## config.mk

```make
export PLATFORM = sky130hd
export DESIGN_NAME = vml_queue
export DESIGN_NICKNAME = d
export VERILOG_FILES = /design/src/vml_pkg.sv /design/src/vml_queue.sv
export SDC_FILE = /design/constraint.sdc
export NUM_CORES = 2
export LEC_CHECK = 0
export BUFFER_PORTS_ARGS = -buffer_cell sky130_fd_sc_hd__buf_2
export CORE_AREA = 2 2 605 607
export DETAILED_ROUTE_END_ITERATION = 10
export DIE_AREA = 0 0 607 609
export PLACE_DENSITY = 0.48
export SKIP_CTS_REPAIR_TIMING = 1
export SLEW_MARGIN = 20
export SYNTH_ARGS = -nofsm -noshare
export SYNTH_HDL_FRONTEND = slang
export SYNTH_SLANG_ARGS = --single-unit
```

## constraint.sdc

```tcl
create_clock -name clock -period 21.2 [get_ports clock]
set_input_delay 2.12 -clock clock [delete_from_list [all_inputs] [get_ports clock]]
set_output_delay 2.12 -clock clock [all_outputs]
set_load 0.03 [all_outputs]
```

## src/vml_pkg.sv

```systemverilog
`default_nettype none
package vml_pkg;

   localparam int FRAC_BITS = 16;

   localparam int IW = 32;
   localparam int PW = 2 * IW;
   localparam int CW = PW + 1;
   localparam int LOW_W = CW - IW;
   localparam int DLW = IW + LOW_W + 1;
   localparam int NW = 98;
   localparam int UPW = 18;
   localparam int STW = 2;

   localparam int MW = 31;
   localparam int POSW = $clog2(CW);
   localparam int SQW = 64;
   localparam int LENW = 32;
   localparam int ISQ_STEPS = SQW / 2;
   localparam int UQW = FRAC_BITS + 1;
   localparam int UW = UQW + 1;
   localparam int UR_W = FRAC_BITS + 34;

   localparam int EQW = 32;
   localparam int EYE_RW = NW + FRAC_BITS + 34;
   localparam int EYE_LAT = EQW + 3;

   localparam int FRONT_STAGES = 5;
   localparam int QDEPTH = 4;
   localparam int QAW = 2;
   localparam int NORM_LAT = 7 + ISQ_STEPS + FRAC_BITS;
   localparam int EYE_DLY = NORM_LAT - EYE_LAT;
   localparam int BACK_STAGES = NORM_LAT + 2;

   localparam logic [STW-1:0] ST_OK = 2'd0;
   localparam logic [STW-1:0] ST_SINGULAR = 2'd1;
   localparam logic [STW-1:0] ST_ZERO_VEC = 2'd2;

   localparam logic signed [33:0] S32_MAX = 34'sd2147483647;
   localparam logic signed [33:0] S32_MIN = -34'sd2147483648;
   localparam logic signed [33:0] UP_MAX = 34'sd131071;
   localparam logic signed [33:0] UP_MIN = -34'sd131072;

   typedef struct packed {
      logic [2:0][CW-1:0] upc;
      logic [2:0][CW-1:0] fwc;
      logic [NW-1:0]      det;
      logic [2:0][NW-1:0] num;
   } vml_work_type;

endpackage
`default_nettype wire

```

## src/vml_queue.sv

```systemverilog
`default_nettype none
module vml_queue
   import vml_pkg::*;
(
   input  logic         clock,
   input  logic         reset,
   input  logic         push,
   input  vml_work_type push_data,
   input  logic         pop,
   output logic         full,
   output logic         empty,
   output vml_work_type head
);

   vml_work_type mem_ff [QDEPTH];
   logic [QAW-1:0] wr_ff, wr_in, rd_ff, rd_in;
   logic [QAW:0] cnt_ff, cnt_in;

   assign full = cnt_ff == (QAW + 1)'(QDEPTH);
   assign empty = cnt_ff == '0;
   assign head = mem_ff[rd_ff];

   always_comb begin
      wr_in = push ? wr_ff + 1'b1 : wr_ff;
      rd_in = pop ? rd_ff + 1'b1 : rd_ff;
      cnt_in = cnt_ff;
      if (push && !pop) begin
         cnt_in = cnt_ff + 1'b1;
      end else if (pop && !push) begin
         cnt_in = cnt_ff - 1'b1;
      end
   end

   always_ff @(posedge clock) begin
      if (reset) begin
         wr_ff <= '0;
         rd_ff <= '0;
         cnt_ff <= '0;
      end else begin
         wr_ff <= wr_in;
         rd_ff <= rd_in;
         cnt_ff <= cnt_in;
      end
   end

   always_ff @(posedge clock) begin
      if (push) begin
         mem_ff[wr_ff] <= push_data;
      end
   end

endmodule
`default_nettype wire

```

==> results.sh <==
export IMPL_rr_worst_depth=7
export IMPL_setup_repair_after_global_routing_missed_its_margin="no"
export IMPL_cp_data_arrival_time_ps=6500
export IMPL_final_setup_tns_ps=0
export IMPL_period_share=0.407
export IMPL_wirelength_um=320000
export IMPL_synthesis_instances=4128
export IMPL_clock_transition_time_at_the_flip_flop_clock_pins_of_the_worst_setup_and_hold_paths_ps=50
export IMPL_worst_path_max_fanout=95
export IMPL_grt_antenna_before_repair=287
export IMPL_insertion_delay_ps=890
export IMPL_hold_endpoint="cnt_ff[2]$_SDFFE_PP0P_"
export IMPL_vias=53200
export IMPL_final_fill_count=33100
export IMPL_maxClockFrequency_mhz=116
export IMPL_finalWeightedCongestion=0.829
export IMPL_final_critical_period_ps=8620
export IMPL_die_w_um=607
export IMPL_grt_overflow_total=0
export IMPL_drt_vias_per_instance=4.78
export IMPL_synth_fp_nets=4920
export IMPL_hold_start="cnt_ff[2]$_SDFFE_PP0P_"
export IMPL_relSlewSlack=0.246
export IMPL_initial_core_utilization=0.314
export IMPL_hold_path_depth=2
export IMPL_layout_cells_most_common="sky130_fd_sc_hd__edfxtp_1"
export IMPL_drc_errors=0
export IMPL_io_pin_count=1570
export IMPL_pre_cts_worst_setup_slack_ps=13120
export IMPL_powerDensity_mw_per_mm2=106
export IMPL_hold_ws_ps=508
export IMPL_timing_reg2reg_setup_slack_ps=15460
export IMPL_detail_route_first_pass_iterations=5
export IMPL_nNetsFinal=6734
export IMPL_final_setup_worst_slack_ps=12580
export IMPL_detail_route_wl_per_cell_um=28.8
export IMPL_synth_cell_area_mm2=0.114
export IMPL_clockBufferDepth=4
export IMPL_timing_critical_path_required_ps=19080
export IMPL_report_final_hold_viol_count=0
export IMPL_setup_violations_final=0
export IMPL_grt_start_max_net_pins=140
export IMPL_setup_worst_path_class="flop to output pin"
export IMPL_layout_cells_most_common_list="sky130_fd_sc_hd__edfxtp_1 (3128), sky130_fd_sc_hd__buf_2 (1569), sky130_fd_sc_hd__mux4_2 (782)"
export IMPL_cts_buffers=344
export IMPL_grt_first_pass_wirelength_um=438000
export IMPL_clockRootBuffer="sky130_fd_sc_hd__clkbuf_16"
export IMPL_ir_drop_mv=0.0748
export IMPL_p_total_uw=14600
export IMPL_critical_path_reg2reg_endpoint="mem_ff[3][329]$_DFFE_PP_"
export IMPL_tightest_slew_ps=1130
export IMPL_p_leak_uw=0.0449
export IMPL_critical_path_startpoint_type="flop"
export IMPL_clock_skew_final_ps=52.1
export IMPL_fp_row_count=222
export IMPL_hpwl_um=216000
export IMPL_synthDistinctLibCells=21
export IMPL_layout_drive_gt1_share=0.462
export IMPL_fin_cells=11100
export IMPL_cp_end_kind="output pin"
export IMPL_syn_to_final_growth_pct=20.5
export IMPL_grt_use_total=0.168
export IMPL_h_tree_lvls=5
export IMPL_min_path_type="flop to flop"
export IMPL_run_status="finished clean"
export IMPL_synth_yosys_seq_area_share=0.825
export IMPL_drv_slew=0
export IMPL_reg2reg_start="wr_ff[0]$_SDFFE_PP0P_"
export IMPL_numClockSinks=3137
export IMPL_drt_iter0_drc=4180
export IMPL_final_antenna_net_count=0
export IMPL_placeableCoreArea_mm2=0.364
export IMPL_dpl_cell_count=10400
export IMPL_max_cap_violations=0
export IMPL_buffer_ports_inserted=1569
export IMPL_die_y_um=609
export IMPL_cts_tree="built"
export IMPL_fp_dieArea_mm2=0.370
export IMPL_postSynthRegisterBits=3137
export IMPL_syn_area_per_cell_um2=27.6
export IMPL_synth_warning_count=0
export IMPL_number_of_global_route_vias_before_repair=54800
==> logic make-up after synthesis <==
family,count (synthesis),synth area share
adder cells (fa/ha/maj),6,0.000724
XOR/XNOR,5,0.000384
AND/OR/NAND/NOR,15,0.000647
multiplexers,784,0.154
buffers and inverters,179,0.0191
flip-flops,3137,0.825
AO/OA/AOI/OAI,2,0.0000876
==> critical path, cell delays in order, from the launching register on <==
cell                      delay (ps)
sky130_fd_sc_hd__dfxtp_4         840
sky130_fd_sc_hd__buf_4           760
sky130_fd_sc_hd__buf_4           720
sky130_fd_sc_hd__buf_12          560
sky130_fd_sc_hd__buf_12          630
sky130_fd_sc_hd__buf_4           800
sky130_fd_sc_hd__mux4_2          630
sky130_fd_sc_hd__buf_2           200
==> Yosys cell counts <==
library cell               count  area, um2
sky130_fd_sc_hd__a21oi_1       1       5.00
sky130_fd_sc_hd__and2_1        4       25.0
sky130_fd_sc_hd__buf_12       86       1720
sky130_fd_sc_hd__buf_2        79        395
sky130_fd_sc_hd__buf_6         1       11.3
sky130_fd_sc_hd__clkbuf_1      9       33.8
sky130_fd_sc_hd__dfxtp_1       9        180
sky130_fd_sc_hd__edfxtp_1   3128      93900
sky130_fd_sc_hd__fa_1          1       20.0
sky130_fd_sc_hd__ha_1          5       62.6
sky130_fd_sc_hd__inv_1         4       15.0
sky130_fd_sc_hd__mux2i_1       2       20.0
sky130_fd_sc_hd__mux4_2      782      17600
sky130_fd_sc_hd__nand2_1       1       3.75
sky130_fd_sc_hd__nor2_1        7       26.3
sky130_fd_sc_hd__nor3_1        1       5.00
sky130_fd_sc_hd__nor3b_1       1       7.51
sky130_fd_sc_hd__o21ai_0       1       5.00
sky130_fd_sc_hd__or3_1         1       6.26
sky130_fd_sc_hd__xnor2_1       2       17.5
sky130_fd_sc_hd__xor2_1        3       26.3
==> metrics by stage <==
| step | util | area [um2] |
|---|---|---|
| finish | 0.378 | 137000 |
| CTS | 0.377 | 137000 |
| global route | 0.377 | 137000 |
| floorplan | - | 114000 |
| detailed placement | 0.348 | 127000 |
| global placement | 0.348 | 127000 |
==> report_power, final <==
| group | internal, uW | switching [uW] | leakage [uW] | total, uW |
|---|---|---|---|---|
| clock network | 3170 | 2430 | 0.00509 | 5610 |
| logic | 563 | 1210 | 0.0110 | 1770 |
| registers | 7140 | 61.4 | 0.0288 | 7200 |
| total | 10900 | 3700 | 0.0449 | 14600 |
==> how the worst max path moves through the flow <==
stage	endpoint	slack (ps)	cells after the start
floorplan	mem_ff[0][0]$_DFFE_PP_	320	1
global placement	head[331]	13110	7
detailed placement	head[695]	13120	7
CTS	head[695]	12130	7
global route	head[540]	11810	7
finish	head[695]	12580	7
==> sequential cells by signal (all words and copies together), names as in the netlist, named ones only <==
| register | flops |
|---|---|
| rd_ff | 2 |
| cnt_ff | 3 |
| mem_ff | 3128 |
| wr_ff | 2 |
==> layout make-up <==
cell class | count | area (um2) | area share
diodes | 104 | 260 | 0.00189
clock buffers | 443 | 9040 | 0.0658
clock inverters | 169 | 1520 | 0.0110
flip-flops and latches | 3137 | 94100 | 0.685
repair buffers | 1643 | 8660 | 0.0630
inverters | 4 | 15.0 | 0.000109
well taps | 4816 | 6030 | 0.0438
multi-input cells | 812 | 17900 | 0.130
==> per-layer routing <==
layer	wire (um)	vias up	GRT usage
met2	167000	2044	0.300
met3	25400	813	0.0516
met1	116000	28300	0.191
met5	471	-	0
li1	-	21900	-
met4	11500	76	0.0517
Note: power is estimated with default switching activity, not from simulation.
